`src/design/mgmt_session_lease_controller_defines.svh`:
```
// assertion macros for the session lease controller
`ifndef MGMT_SESSION_LEASE_CONTROLLER_DEFINES_SVH
`define MGMT_SESSION_LEASE_CONTROLLER_DEFINES_SVH
`ifndef ASSERT_OFF
`define MSLC_ASSERT(label, clk, rst_n, prop, msg) \
	label: assert property (@(posedge clk) disable iff (!rst_n) prop) else $error(msg);
`define MSLC_ASSERT_NR(label, clk, prop, msg) \
	label: assert property (@(posedge clk) prop) else $error(msg);
`else
`define MSLC_ASSERT(label, clk, rst_n, prop, msg)
`define MSLC_ASSERT_NR(label, clk, prop, msg)
`endif
`endif

```
`src/design/mslc_pkg.sv`:
```
`timescale 1ns / 1ps
`default_nettype none
// ----------------------------------------------------------------------------
// mslc_pkg
// shared types and codes of the session lease controller
// ----------------------------------------------------------------------------
package mslc_pkg;
	localparam int unsigned DivDefault = 2;
	localparam int unsigned OpStateReset = 8;

	typedef enum logic [2:0] {
		OP_HELLO = 3'd0, OP_MGMT = 3'd1, OP_HB_QUERY = 3'd2, OP_HB_SENT = 3'd3,
		OP_PD_SENT = 3'd4, OP_TAKE_SEQ = 3'd5, OP_RESET = 3'd6, OP_NONE = 3'd7
	} op_t;

	typedef enum logic [2:0] {
		MODE_IDLE = 3'd0, MODE_DISCOVERED = 3'd1, MODE_SESSION = 3'd2,
		MODE_OP = 3'd3, MODE_FAULT = 3'd4
	} mode_t;

	localparam logic [0:0] CFG_DIVISOR = 1'b0;
	localparam logic [0:0] CFG_OP_STATE = 1'b1;

	localparam logic [1:0] ST_OK = 2'd0;
	localparam logic [1:0] ST_BAD_LEN = 2'd1;
	localparam logic [1:0] ST_UNEXPECTED = 2'd2;
	localparam logic [1:0] ST_PEER_ERR = 2'd3;

	localparam logic [2:0] EK_NONE = 3'd0;
	localparam logic [2:0] EK_BAD_LEN = 3'd1;
	localparam logic [2:0] EK_SERVICE = 3'd2;
	localparam logic [2:0] EK_MESSAGE = 3'd3;
	localparam logic [2:0] EK_PEER = 3'd4;

	typedef struct packed {
		logic [2:0]  opcode;
		logic [63:0] now_us;
		logic [31:0] process_seq;
		logic [47:0] src_mac;
		logic [15:0] device_state;
		logic [1:0]  reply_kind;
		logic [2:0]  header_flags;
		logic        length_ok;
		logic [31:0] session_number;
		logic [31:0] lease_granted_us;
		logic [15:0] peer_status_code;
	} item_t;

	typedef struct packed {
		logic [1:0]  status;
		logic [2:0]  error_kind;
		logic [15:0] err_code;
		logic [3:0]  event_flags;
		logic [15:0] peer_state_out;
		logic        heartbeat_due;
		logic [31:0] sequence_out;
		logic [2:0]  ctrl_state;
		logic [31:0] session_out;
		logic        peer_valid;
		logic [47:0] mac_out;
	} result_t;

	// controller to datapath
	typedef struct packed {
		logic load;      // capture item, apply event, start divide if needed
		logic div_step;  // one restoring divide step
		logic finish;    // form result from divide
	} cmd_t;

	typedef struct packed {
		logic need_div;
		logic div_last;
	} stat_t;
endpackage
`default_nettype wire

```
`src/design/mslc_ctrl.sv`:
```
`timescale 1ns / 1ps
`default_nettype none
// ----------------------------------------------------------------------------
// mslc_ctrl
// sequencer: accept, optional divide loop, hold result until taken
// ----------------------------------------------------------------------------
module mslc_ctrl import mslc_pkg::*; (
	input  wire logic  clk,
	input  wire logic  arst_n,
	input  wire logic  in_fire,
	input  wire logic  out_fire,
	input  wire stat_t stat,
	output cmd_t       cmd,
	output logic       in_ready,
	output logic       out_valid
);
	typedef enum logic [1:0] {S_IDLE, S_DIV, S_FIN, S_OUT} state_t;
	state_t state_q;

	always_comb begin
		cmd.load = in_fire;
		cmd.div_step = (state_q == S_DIV);
		cmd.finish = (state_q == S_FIN);
	end
	assign in_ready = (state_q == S_IDLE) || (state_q == S_OUT && out_fire);

	always_ff @(posedge clk or negedge arst_n) begin
		if (!arst_n) begin
			state_q <= S_IDLE;
			out_valid <= 1'b0;
		end else begin
			unique case (state_q)
				S_IDLE, S_OUT: begin
					if (in_fire) begin
						if (stat.need_div) begin
							state_q <= S_DIV;
							out_valid <= 1'b0;
						end else begin
							state_q <= S_OUT;
							out_valid <= 1'b1;
						end
					end else if (out_fire) begin
						state_q <= S_IDLE;
						out_valid <= 1'b0;
					end
				end
				S_DIV: if (stat.div_last) state_q <= S_FIN;
				S_FIN: begin
					state_q <= S_OUT;
					out_valid <= 1'b1;
				end
				default: state_q <= S_IDLE;
			endcase
		end
	end
endmodule
`default_nettype wire

```
`src/design/mslc_datapath.sv`:
```
`timescale 1ns / 1ps
`default_nettype none
// ----------------------------------------------------------------------------
// mslc_datapath
// session state, event decode and a bit-serial lease divider
// ----------------------------------------------------------------------------
module mslc_datapath import mslc_pkg::*; (
	input  wire logic        clk,
	input  wire logic        arst_n,
	input  wire cmd_t        cmd,
	input  wire item_t       item,
	input  wire logic        cfg_we,
	input  wire logic [0:0]  cfg_idx,
	input  wire logic [15:0] cfg_data,
	output stat_t            stat,
	output result_t          res
);
	logic [7:0]  div_q;
	logic [15:0] opst_q;
	mode_t       mode_q;
	logic [47:0] mac_q;
	logic        seen_q;
	logic [15:0] pstate_q;
	logic [31:0] sess_q;
	logic [31:0] lease_q;
	logic [63:0] refresh_q;
	logic [31:0] pseq_q;
	logic [31:0] next_seq_q;

	// divider
	logic [31:0] quo_q;
	logic [7:0]  rem_q;
	logic [4:0]  cnt_q;
	logic [63:0] elapsed_q;
	logic [8:0]  trial;
	logic [7:0]  dv;
	logic        hb_pre;

	assign dv = (div_q == 8'd0) ? 8'(DivDefault) : div_q;
	assign trial = {rem_q, quo_q[31]} - {1'b0, dv};

	// query needs a divide only when the answer is not already settled
	assign hb_pre = (sess_q != 32'd0) && (mode_q == MODE_SESSION || mode_q == MODE_OP)
		&& (lease_q != 32'd0);
	assign stat.need_div = (op_t'(item.opcode) == OP_HB_QUERY) && hb_pre
		&& (refresh_q != 64'd0);
	assign stat.div_last = (cnt_q == 5'd31);

	always_ff @(posedge clk or negedge arst_n) begin
		if (!arst_n) begin
			div_q <= 8'(DivDefault);
			opst_q <= 16'(OpStateReset);
		end else if (cfg_we) begin
			unique case (cfg_idx)
				CFG_DIVISOR: div_q <= cfg_data[7:0];
				CFG_OP_STATE: opst_q <= cfg_data;
				default: ;
			endcase
		end
	end

	always_ff @(posedge clk or negedge arst_n) begin
		if (!arst_n) begin
			mode_q <= MODE_IDLE;
			mac_q <= '0;
			seen_q <= 1'b0;
			pstate_q <= '0;
			sess_q <= '0;
			lease_q <= '0;
			refresh_q <= '0;
			pseq_q <= '0;
			next_seq_q <= 32'd1;
			cnt_q <= '0;
			rem_q <= '0;
			quo_q <= '0;
			elapsed_q <= '0;
			res <= '0;
		end else if (cmd.load) begin
			res.status <= ST_OK;
			res.error_kind <= EK_NONE;
			res.err_code <= '0;
			res.event_flags <= '0;
			res.heartbeat_due <= 1'b0;
			res.sequence_out <= '0;
			res.peer_state_out <= pstate_q;
			res.ctrl_state <= mode_q;
			res.session_out <= sess_q;
			res.peer_valid <= seen_q;
			res.mac_out <= mac_q;
			cnt_q <= '0;
			rem_q <= '0;
			quo_q <= lease_q;
			elapsed_q <= item.now_us - refresh_q;
			unique case (op_t'(item.opcode))
				OP_HELLO: begin
					if (!item.length_ok) begin
						res.status <= ST_BAD_LEN;
						res.error_kind <= EK_BAD_LEN;
					end else begin
						mac_q <= item.src_mac;
						seen_q <= 1'b1;
						pstate_q <= item.device_state;
						mode_q <= MODE_DISCOVERED;
						res.mac_out <= item.src_mac;
						res.peer_valid <= 1'b1;
						res.peer_state_out <= item.device_state;
						res.ctrl_state <= MODE_DISCOVERED;
						res.event_flags <= 4'b0001;
					end
				end
				OP_MGMT: begin
					priority if (!item.header_flags[0]) begin
						res.status <= ST_UNEXPECTED;
						res.error_kind <= EK_SERVICE;
					end else if (!item.header_flags[1]) begin
						res.status <= ST_UNEXPECTED;
						res.error_kind <= EK_MESSAGE;
					end else if (item.header_flags[2] || item.reply_kind < 2'd2) begin
						if (!item.length_ok) begin
							res.status <= ST_BAD_LEN;
							res.error_kind <= EK_BAD_LEN;
						end else if (item.header_flags[2]) begin
							mode_q <= MODE_FAULT;
							res.ctrl_state <= MODE_FAULT;
							res.status <= ST_PEER_ERR;
							res.error_kind <= EK_PEER;
							res.err_code <= item.peer_status_code;
						end else if (item.reply_kind == 2'd0) begin
							sess_q <= item.session_number;
							lease_q <= item.lease_granted_us;
							pstate_q <= item.device_state;
							mode_q <= MODE_SESSION;
							res.session_out <= item.session_number;
							res.peer_state_out <= item.device_state;
							res.ctrl_state <= MODE_SESSION;
							res.event_flags <= 4'b0010;
						end else begin
							pstate_q <= item.device_state;
							res.peer_state_out <= item.device_state;
							if (item.device_state == opst_q) begin
								mode_q <= MODE_OP;
								res.ctrl_state <= MODE_OP;
								res.event_flags <= 4'b1100;
							end else begin
								res.event_flags <= 4'b0100;
							end
						end
					end else begin
						res.status <= ST_UNEXPECTED;
						res.error_kind <= EK_MESSAGE;
					end
				end
				OP_HB_QUERY: res.heartbeat_due <= hb_pre;
				OP_HB_SENT: refresh_q <= item.now_us;
				OP_PD_SENT: begin
					pseq_q <= item.process_seq;
					refresh_q <= item.now_us;
				end
				OP_TAKE_SEQ: begin
					res.sequence_out <= next_seq_q;
					next_seq_q <= (next_seq_q == '1) ? 32'd1 : next_seq_q + 32'd1;
				end
				OP_RESET: begin
					mode_q <= MODE_IDLE;
					mac_q <= '0;
					seen_q <= 1'b0;
					pstate_q <= '0;
					sess_q <= '0;
					lease_q <= '0;
					refresh_q <= '0;
					pseq_q <= '0;
					next_seq_q <= 32'd1;
					res.peer_state_out <= '0;
					res.ctrl_state <= MODE_IDLE;
					res.session_out <= '0;
					res.peer_valid <= 1'b0;
					res.mac_out <= '0;
				end
				OP_NONE: ;
				default: ;
			endcase
		end else if (cmd.div_step) begin
			cnt_q <= cnt_q + 5'd1;
			if (!trial[8]) begin
				rem_q <= trial[7:0];
				quo_q <= {quo_q[30:0], 1'b1};
			end else begin
				rem_q <= {rem_q[6:0], quo_q[31]};
				quo_q <= {quo_q[30:0], 1'b0};
			end
		end else if (cmd.finish) begin
			// interval of zero counts as one
			res.heartbeat_due <= (elapsed_q >= {32'd0, quo_q}) && (elapsed_q != 64'd0
				|| quo_q != 32'd0);
		end
	end

	// last process sequence is kept but not reported
	logic unused_pseq;
	assign unused_pseq = ^pseq_q;
endmodule
`default_nettype wire

```
`src/design/mgmt_session_lease_controller.sv`:
```
`timescale 1ns / 1ps
`default_nettype none
// ----------------------------------------------------------------------------
// mgmt_session_lease_controller
// management session and lease controller, one result word per event word
// ----------------------------------------------------------------------------
// most events: result registered on accept; a heartbeat query that divides
// first runs the divide, a 32-step restoring loop, one quotient bit per cycle
// throughput: a new word each cycle the result is taken, none while a query divides
// reset: arst_n clears session state; config returns to divisor 2, op state 8
`include "mgmt_session_lease_controller_defines.svh"
module mgmt_session_lease_controller import mslc_pkg::*; (
	input  wire logic         clk,
	input  wire logic         arst_n,
	input  wire logic         cfg_we,
	input  wire logic [0:0]   cfg_idx,
	input  wire logic [15:0]  cfg_data,
	input  wire logic         s_tvalid,
	output logic              s_tready,
	// opcode, now_us, process_seq, src_mac, device_state, reply_kind,
	// header_flags, length_ok, session_number, lease_granted_us, peer_status_code
	input  wire logic [255:0] s_tdata,
	output logic              m_tvalid,
	input  wire logic         m_tready,
	// status, error_kind, err_code, event_flags, peer_state_out, heartbeat_due,
	// sequence_out, ctrl_state, session_out, peer_valid, mac_out
	output logic [159:0]      m_tdata
);
	item_t   item;
	result_t res;
	cmd_t    cmd;
	stat_t   stat;
	logic    in_fire, out_fire;
	logic    unused_pad;

	assign item.opcode           = s_tdata[2:0];
	assign item.now_us           = s_tdata[66:3];
	assign item.process_seq      = s_tdata[98:67];
	assign item.src_mac          = s_tdata[146:99];
	assign item.device_state     = s_tdata[162:147];
	assign item.reply_kind       = s_tdata[164:163];
	assign item.header_flags     = s_tdata[167:165];
	assign item.length_ok        = s_tdata[168];
	assign item.session_number   = s_tdata[200:169];
	assign item.lease_granted_us = s_tdata[232:201];
	assign item.peer_status_code = s_tdata[248:233];
	assign unused_pad = ^s_tdata[255:249];

	assign m_tdata = {2'b0, res.mac_out, res.peer_valid, res.session_out, res.ctrl_state,
		res.sequence_out, res.heartbeat_due, res.peer_state_out, res.event_flags,
		res.err_code, res.error_kind, res.status};

	assign in_fire  = s_tvalid && s_tready;
	assign out_fire = m_tvalid && m_tready;

	mslc_ctrl u_ctrl (
		.clk, .arst_n, .in_fire, .out_fire, .stat, .cmd,
		.in_ready(s_tready), .out_valid(m_tvalid)
	);

	mslc_datapath u_dp (
		.clk, .arst_n, .cmd, .item, .cfg_we, .cfg_idx, .cfg_data, .stat, .res
	);

	`MSLC_ASSERT(a_no_accept_busy, clk, arst_n, cmd.div_step |-> !s_tready, "accept during divide")
	`MSLC_ASSERT(a_hold_result, clk, arst_n, (m_tvalid && !m_tready) |=> $stable(m_tdata), "result changed while stalled")
	`MSLC_ASSERT(a_div_finish, clk, arst_n, (cmd.div_step && stat.div_last) |=> cmd.finish, "divide did not finish")
	`MSLC_ASSERT(a_no_accept_stalled, clk, arst_n, (m_tvalid && !m_tready) |-> !s_tready, "accept while result waits")
endmodule
`default_nettype wire

```
`config.mk`:
```
export PLATFORM = sky130hd
export DESIGN_NAME = mgmt_session_lease_controller
export DESIGN_NICKNAME = d
export VERILOG_FILES = /design/src/design/mslc_pkg.sv /design/src/design/mslc_ctrl.sv /design/src/design/mslc_datapath.sv /design/src/design/mgmt_session_lease_controller.sv
export VERILOG_INCLUDE_DIRS = /design/src /design/src/design
export SDC_FILE = /design/constraint.sdc
export NUM_CORES = 1
export LEC_CHECK = 0
export ABC_AREA = 1
export BUFFER_PORTS_ARGS = -buffer_cell sky130_fd_sc_hd__buf_4
export CAP_MARGIN = 20
export CORE_MARGIN = 2
export CORE_UTILIZATION = 24
export CTS_CLUSTER_DIAMETER = 40
export DETAILED_ROUTE_END_ITERATION = 10
export GPL_TIMING_DRIVEN = 0
export REMOVE_ABC_BUFFERS = 1
export SETUP_SLACK_MARGIN = 0.5
export SLEW_MARGIN = 0
export SYNTH_ARGS = -nofsm -noshare
export SYNTH_HDL_FRONTEND = slang
export SYNTH_SLANG_ARGS = --single-unit
```
`constraint.sdc`:
```
create_clock -name clk -period 2.2 [get_ports clk]
set_input_delay 0.55 -clock clk [delete_from_list [all_inputs] [get_ports clk]]
set_output_delay 0.55 -clock clk [all_outputs]
set_load 0.02 [all_outputs]
```
Word level (Yosys, flattened, before mapping). Cells that the tools add are included. W data, S select, Z words.

Reduce and logical (&&, ||, !) cells: 43. Bitwise gates (word level): 1. $lt $le $gt $ge: 2. Muxes and demuxes: 86. Eq/ne operators: 24. $add $sub $neg: 4.

Operators with widths (number): $mux W32 (16); $pmux W32 S2 (4); $mux W36 (4); $mux W35 (4); $pmux W64 S2 (1); $reduce_bool A64 Y1 (2); $mux W16 (7); $pmux W49 S2 (1); $pmux W16 S3 (2); $pmux W48 S2 (1); $reduce_bool A32 Y1 (3); $ge A64 B32 Y1 (1); $sub A64 B64 Y64 (1); $mux W49 (1); $mux W48 (1); $mux W20 (2); $add A32 B1 Y32 const B (1); $eq A32 B32 Y1 const B (1); $mux W8 (4); $mux W5 (6); $mux W3 (8); $mux W21 (1); $pmux W3 S3 (2); $mux W17 (1); 33 further kinds (85).

Bits in registers: 522. Input port bits: 278. Word-level logic and storage cells: 187.

Logic depth before layout (Yosys ltp). Gate-level depths: netlist of the first run.

Word-level depth: 9. Gate-level depth with buffers: 17. Gate-level depth less buffers: 17.

Hierarchy. A second synthesis of the first run with hierarchy kept.

Cell total of the unflattened synthesis: 4114. Area, all modules: 30306.6 sq um.

By module, submodules not included: mslc_datapath (instances 1, area each 30020.0 sq um, cells each 4073); mslc_ctrl (instances 1, area each 252.7 sq um, cells each 34); mgmt_session_lease_controller (instances 1, area each 33.8 sq um, cells each 7).

Worst setup path after synthesis of the first run. OpenSTA, ideal clock, no wires.

Kind: register to register. Start: register u_dp.div_q[6]. End: register u_dp.rem_q[5]. Arrival time: 2.286 ns. Setup slack: -0.210 ns. Library setup time: 0.124 ns. Cell stages (with the launch flop): 13. Cell sequence: dfrtp_1 -> nor4_1 -> a41oi_1 -> fa_1 -> nand3_1 -> nand3_1 -> nand2_1 -> nand4_1 -> nand2_1 -> clkbuf_1 -> nand2_1 -> o211ai_1 -> nand2_1.

Longest elaborated chain between the ends: 6.

RTL lines: start: declaration (line mslc_datapath.sv:18) `logic [7:0] div_q;`; start signal: assignment (line mslc_datapath.sv:51) `div_q <= 8'(DivDefault);`; start signal: assignment (line mslc_datapath.sv:55) `CFG_DIVISOR: div_q <= cfg_data[7:0];`; $logic_not A8 Y1 (line mslc_datapath.sv:39) `assign dv = (div_q == 8'd0) ? 8'(DivDefault) : div_q;`; $mux W8 * (line mslc_datapath.sv:39); $sub A9 B8 Y9 * (line mslc_datapath.sv:40) `assign trial = {rem_q, quo_q[31]} - {1'b0, dv};`; $mux W8 * (line mslc_datapath.sv:184) `if (!trial[8]) begin`; $mux W8 * (line mslc_datapath.sv:182) `end else if (cmd.div_step) begin`; $mux W8 * (line mslc_datapath.sv:78) `end else if (cmd.load) begin`; end signal: assignment (line mslc_datapath.sv:185) `rem_q <= trial[7:0];`; end signal: assignment (line mslc_datapath.sv:188) `rem_q <= {rem_q[6:0], quo_q[31]};`; end: declaration (line mslc_datapath.sv:32) `logic [7:0] rem_q;`.

Every way passes the cells marked *; elsewhere a longest branch is shown, timed or not. The select of a mux whose other input is x is not followed. A chain may end at the register's enable or synchronous reset.

Final worst setup path of the first run. Ends and elaborated chain as after synthesis.

==> impl_results.md, run 1 <==
- Status: finished with violations
- Failing checks: hold timing, setup timing
- EDFF count, synth: 0
- Final Max Slew Viols: 0
- Final non-filler cell area: 48,700 um2
- Mapped Cells: 4,138
- Initial Util: 0.243
- Clock root buffer: clkbuf_16
- Routed WL per cell: 20.4 um
- Critical Path Fanout Max: 8
- Final hold slack: -0.164 ns
- Critical path type: flip-flop to flip-flop
- Highest-count cells in the layout ignoring fill and taps: 978 x nand2_1, 547 x inv_1, 518 x dfrtp_1
- Number of synthesized register bits: 522
- Worst VDD drop: 0.000810 V
- Commonest non-fill, non-tap cell in the layout: nand2_1
- DP Area: 35,100 um2
- Hold Crit Class: input pin to asynchronous set/reset pin
- P_leak: 23.1 nW
- Fin. Hold Viols: 72
- Relative slew slack: 0.335
- Vias in the first global route: 29,900
- Final setup skew: 0.0631 ns
- Final period utilization: 1.05
- Tmin final: 2.32 ns
- Largest net degree at the start of global routing: 114
- Initial DRC Count: 2,679
- Multi-input logic area: 19,300 um2
- Hpwl dp: 80,100 um
- First-pass DRT Iterations: 6
- Most used DFF post-synth: dfrtp_1
- GRT Util Overall: 0.190
- Number of I/O port buffers: 398
- Die height: 358 um
- PnR Total Power: 68.7 mW
- Final #Nets: 5,220
- Synth warn: 0
- First-pass GRT wire length: 185,000 um
- Max Buffers Root-to-Sink: 3
- Critical Path AT: 2.89 ns
- TritonCTS clock tree: yes
- Layout cells sized above 1: 0.376
- Total area of sequential cells: 13,100 um2
- Row cnt: 129
- CP startpoint kind: flip-flop
- GR Overflow Total: 0
- Core area: 124,000 um2
- Cts hold-fix bufs: 17
- Setup slack at placement: -2.45 ns
- WL final: 134,000 um
- Top cell by count, worst path: nand3_2
- Critical Path Max Stage Delay: 0.41 ns
- CP Cell Sequence: nor4_2 -> a41oi_2 -> fa_2 -> nand3_2 -> nand3_2 -> nand2_2 -> nand3_2 -> nand2_4 -> nand2_8 -> o211ai_1 -> nand2_1
- CTS H-Tree Depth: 3
- Vias: 31,700
- Cell Pwr Density: 1410 nW/um2
- Worst slew pin tran: 0.996 ns
- Num Clock Sinks: 522
- Fmax: 0.431 GHz
- Maximum capacitance violations: 0
- Residual DRC count: 0
- Initial antenna violation count: 16
- CTS buffer count: 100
- Syn-to-layout area delta: 61.8%
- DIE AREA: 128,000 um2
- Filler cell count: 12,200
- Vias/cell: 4.84
- RSZ-0062 raised after global routing: true
- Final ANT Viol Nets: 0
- Clock-pin slew on the worst setup and hold paths: 0.05 ns
- Cell Area, Synth: 30,100 um2
- Clock Latency Late Sink: 0.73 ns
- Avg Synthesized Cell Area: 7.28 um2
- Die W: 358 um
- Required time of the critical path: 2.77 ns
- Slowest stage cell on the critical path: dfrtp_1
- Post-synthesis sequential area ratio: 0.434
- Gp weighted congestion: 0.914
- Worst setup EP type: flip-flop
- Setup ws final: -0.118 ns
- FFs w/ async S/R, synth: 1.00
- Setup violators final: 40
- Yosys cell types: 54
- IO Pins: 440
sequential cells by signal, indices dropped and copies added, names as in the netlist, 2 cells and up:
register,cells
u_dp.lease_q,32
u_dp.quo_q,32
u_dp.res,158
u_dp.next_seq_q,32
u_dp.refresh_q,64
u_ctrl.state_q,2
u_dp.div_q,8
u_dp.mode_q,3
u_dp.cnt_q,5
u_dp.pstate_q,16
u_dp.mac_q,48
u_dp.sess_q,32
u_dp.opst_q,16
u_dp.rem_q,8
u_dp.elapsed_q,64
Yosys cell counts, types with 6 or more instances:
| master | instances | area (um2) |
|---|---|---|
| clkbuf_1 | 92 | 345 |
| buf_4 | 9 | 67.6 |
| ha_1 | 111 | 1390 |
| nor2_1 | 302 | 1130 |
| o211ai_1 | 6 | 45.0 |
| inv_1 | 612 | 2300 |
| o221ai_1 | 22 | 193 |
| or2_2 | 7 | 43.8 |
| a22oi_1 | 11 | 82.6 |
| nand3_1 | 364 | 1820 |
| buf_1 | 16 | 60.1 |
| nor3_1 | 52 | 260 |
| o21ai_0 | 394 | 1970 |
| nand2_1 | 1156 | 4340 |
| a31oi_1 | 52 | 325 |
| nand3b_1 | 12 | 90.1 |
| dfrtp_1 | 519 | 13000 |
| nand4_1 | 80 | 500 |
| a21oi_1 | 133 | 666 |
| o21ai_1 | 6 | 30.0 |
| buf_2 | 35 | 175 |
| mux2_2 | 8 | 90.1 |
| o22ai_1 | 10 | 62.6 |
| clkbuf_2 | 6 | 30.0 |
| xor2_1 | 26 | 228 |
| xnor2_1 | 36 | 315 |
metrics by stage:
step	TNS, ns	util	cells
2_1_floorplan	-2895.07	-	3980
3_3_place_gp	-8791.82	0.278	6015
3_5_place_dp	-512.59	0.283	6047
4_1_cts	-3.09	0.352	6438
5_1_grt	-12.23	0.393	6555
6_report	-1.63	0.393	6558
per-layer routing:
layer | GRT usage | wire length (um) | share of wire
met1 | 0.259 | 58600 | 0.44
met2 | 0.294 | 60500 | 0.45
met3 | 0.0411 | 9510 | 0.071
met4 | 0.0700 | 5140 | 0.038
met5 | 0 | 79 | 0.00059
critical path, delay by kind of cell (launching register included):
family                     cells  cell delay, ns
DFF                            1            0.41
AOI/OAI and AO/OA              2            0.40
and+or+nand+nor                8            0.98
adders and majority gates      1            0.40
worst paths after layout:
check,startpoint,to,slack [ns],cells after the start
max in group asynchronous,arst_n,u_dp.res[14],0.55,4
min in group clk,s_tdata[123],u_dp.mac_q[24],0.05,3
setup reg to reg,u_dp.div_q[6],u_dp.rem_q[5],-0.12,11
hold / removal,arst_n,u_dp.refresh_q[32],-0.16,1
hold reg to reg,u_dp.elapsed_q[45],u_dp.elapsed_q[45],0.48,2
setup / recovery,u_dp.div_q[6],u_dp.rem_q[5],-0.12,11
cell families (layout without fill, tap and decap cells):
family,after synthesis,count (layout),share of synthesized area
simple gates,1992,2001,0.277
buf+inv,777,1541,0.0999
compound gates,663,664,0.121
flops,522,522,0.434
fa+ha+maj,113,113,0.0474
xor+xnor,62,62,0.0180
mux,8,8,0.00299
other cells,1,10,0.000125
report_power, final:
part / switching (mW) / internal [mW]
sequential: 2.66 / 13.5
clock: 5.85 / 10.7
combinational: 21.2 / 14.7
total: 29.8 / 39.0
final cells by class:
type                            instances  area share
Timing Repair Buffer                  729       0.166
Clock buffer                          123      0.0562
Sequential cell                       522       0.268
Antenna cell                            8    0.000411
Timing Repair inverter                  8     0.00213
Clock inverter                         63      0.0187
Inverter                              618      0.0493
Multi-Input combinational cell       2850       0.397
Tap cell                             1637      0.0420
repair_timing:
action	in CTS	in global routing
gates cloned	59	30
pin swaps	70	203
hold endpoints to repair	90	72
setup endpoints to repair	658	744
buffers inserted	129	82
gates resized for setup	666	950
Note: power is estimated with default switching activity, not from simulation.
==> run 2, diff against run 1 <==
==> constraint.sdc (replaced) <==
create_clock -name clk -period 2.2 [get_ports clk]
set_input_delay 0.55 -clock clk [delete_from_list [all_inputs] [get_ports clk]]
set_output_delay 0.55 -clock clk [all_outputs]
set_load 0.01 [all_outputs]
==> run 2 against run 1 <==
The flow still finishes with violations (hold timing, setup timing). Maximum frequency is 1.1% lower. Clock skew fell by 0.00060 ns. Non-clock buffer count rose by 36. Flip-flop and latch count stayed put. Cell count grew 0.63%. Sequential power barely moved. Register-to-register slack worse by 0.03 ns. Final area increased by 2.0%. Clock-buffer cell count unchanged. Die area is the same. Critical endpoint is now u_dp.rem_q[1].
==> impl_results.md, run 2 (synthesis results as in run 1) <==
- Status: finished with violations
- Failing checks: hold timing, setup timing
- Power Internal: 39.3 mW
- Num Clock Sinks: 522
- Syn-to-layout area delta: 65.0%
- Worst setup EP type: flip-flop
- Register-to-Register Setup Slack: -0.14 ns
- Critical path type: flip-flop to flip-flop
- Combinational Power Share: 0.524
- Fin. Hold Viols: 72
- Final hold slack: -0.155 ns
- Vias in the first global route: 29,800
- GRT Util Overall: 0.187
- Critical Path AT: 2.91 ns
- Initial antenna violation count: 15
- Number of I/O port buffers: 398
- Final #Nets: 5,259
- Final Max Slew Viols: 0
- Clock-pin slew on the worst setup and hold paths: 0.05 ns
- Highest-count cells in the layout ignoring fill and taps: 916 x nand2_1, 546 x inv_1, 518 x dfrtp_1
- Most flops, register: u_dp.res
- Critical Path Fanout Max: 3
- Maximum capacitance violations: 0
- Setup violators final: 143
- WL final: 139,000 um
- Sw Share: 0.429
- Max Buffers Root-to-Sink: 3
- Layout cells sized above 1: 0.395
- Cell Pwr Density: 1380 nW/um2
- Regs by FF count: u_dp.res x158, u_dp.elapsed_q x64, u_dp.refresh_q x64
- R2R depth: 10
- Hold Crit Class: input pin to asynchronous set/reset pin
- Die height: 358 um
- Final ANT Viol Nets: 0
- TritonCTS clock tree: yes
- Clock root buffer: clkbuf_16
- CTS buffer count: 100
- First-pass GRT wire length: 182,000 um
- Row cnt: 129
- Setup ws final: -0.145 ns
- Routed WL per cell: 21.0 um
- Hpwl dp: 80,100 um
- P_leak: 23.5 nW
- Vias/cell: 4.89
- DIE AREA: 128,000 um2
- GR Overflow Total: 0
- Switching pwr: 29.5 mW
- Final setup skew: 0.0625 ns
- CTS H-Tree Depth: 3
- Clock share of power: 0.241
- Post-layout util: 0.400
- Worst VDD drop: 0.000824 V
- Core area: 124,000 um2
- Final period utilization: 1.07
- Fmax: 0.426 GHz
- RR Endpoint: u_dp.rem_q[1]
- Worst slew pin tran: 0.984 ns
- Gp weighted congestion: 0.914
- Initial Util: 0.243
- Vias: 32,300
- Filler cell count: 12,100
- Relative slew slack: 0.342
- Commonest non-fill, non-tap cell in the layout: nand2_1
- Largest net degree at the start of global routing: 114
- Die W: 358 um
- Initial DRC Count: 2,676
- Required time of the critical path: 2.77 ns
- Post-Layout Cell Count: 6,599
- Placed cell count: 6,047
- Tmin final: 2.34 ns
- R2r startpoint: u_dp.div_q[6]
- RSZ-0062 raised after global routing: true
- First-pass DRT Iterations: 5
- Setup slack at placement: -2.45 ns
- Residual DRC count: 0
- Cts hold-fix bufs: 26
- Clock Latency Late Sink: 0.72 ns
- CP startpoint kind: flip-flop
- Max reg flops: 158
- IO Pins: 440
- Register share of total power: 0.235
## run 2: area by class of cell
| class | count | area [um2] | area share |
|---|---|---|---|
| multi-input combinational | 2851 | 19700 | 0.396 |
| sequential | 522 | 13100 | 0.263 |
| timing repair buffer | 765 | 8690 | 0.175 |
| clock buffer | 123 | 2740 | 0.0551 |
| inverter | 618 | 2410 | 0.0484 |
| tap | 1637 | 2050 | 0.0412 |
| clock inverter | 63 | 910 | 0.0183 |
| timing repair inverter | 10 | 149 | 0.00300 |
| antenna | 10 | 25.0 | 0.000503 |
## run 2: stage by stage
stage          power (mW)  instance area (um2)  setup TNS [ns]
5_1_grt              72.8                49700          -21.49
4_1_cts              59.7                43200           -2.49
2_1_floorplan        29.6                29400        -2862.80
6_report             68.8                49700           -4.86
3_5_place_dp         37.8                35100         -512.59
3_3_place_gp         36.1                34500        -8791.82
## run 2: worst max path at each step
stage                           start            endpoint  slack [ns]  cells past startpoint
global route            u_dp.div_q[6]       u_dp.rem_q[1]       -0.25                     10
floorplan           u_ctrl.state_q[0]   u_dp.refresh_q[0]       -9.01                      7
global placement             m_tready  u_dp.refresh_q[37]      -16.76                      6
CTS                 u_ctrl.state_q[1]            s_tready       -0.14                      5
finish                  u_dp.div_q[6]       u_dp.rem_q[1]       -0.14                     10
detailed placement         s_tdata[0]    u_dp.pstate_q[2]       -2.45                      9
## run 2: power by group through the flow
stage / Sequential, mW / Clock, mW / Combinational, mW
2_1_floorplan: 15.6 / 0 / 13.9
6_report: 16.2 / 16.6 / 36.0
5_1_grt: 16.6 / 17.3 / 38.9
3_5_place_dp: 15.7 / 0 / 22.1
3_3_place_gp: 15.7 / 0 / 20.4
4_1_cts: 15.6 / 16.8 / 27.3
## run 2: critical path: stages (launching register included)
cell     delay (ns)
dfrtp_1        0.41
nor4_2         0.31
a41oi_2        0.20
fa_2           0.41
nand3_2        0.07
nand3_2        0.10
nand2_2        0.09
nand4_1        0.15
buf_4          0.21
a21oi_1        0.18
o21ai_1        0.09
## run 2: routing by layer
layer / share of wire / global-route usage
met2: 0.45 / 0.291
met4: 0.042 / 0.0695
met5: 0.00050 / 0
met1: 0.43 / 0.255
met3: 0.078 / 0.0396
## run 2: repair_timing
item                                   in CTS  in global routing
resized for setup                         559               1212
setup endpoints to repair                 658                744
buffers inserted                          127                 97
pin swaps                                  49                224
endpoints found under the hold margin     100                 72
cloned                                     53                 53
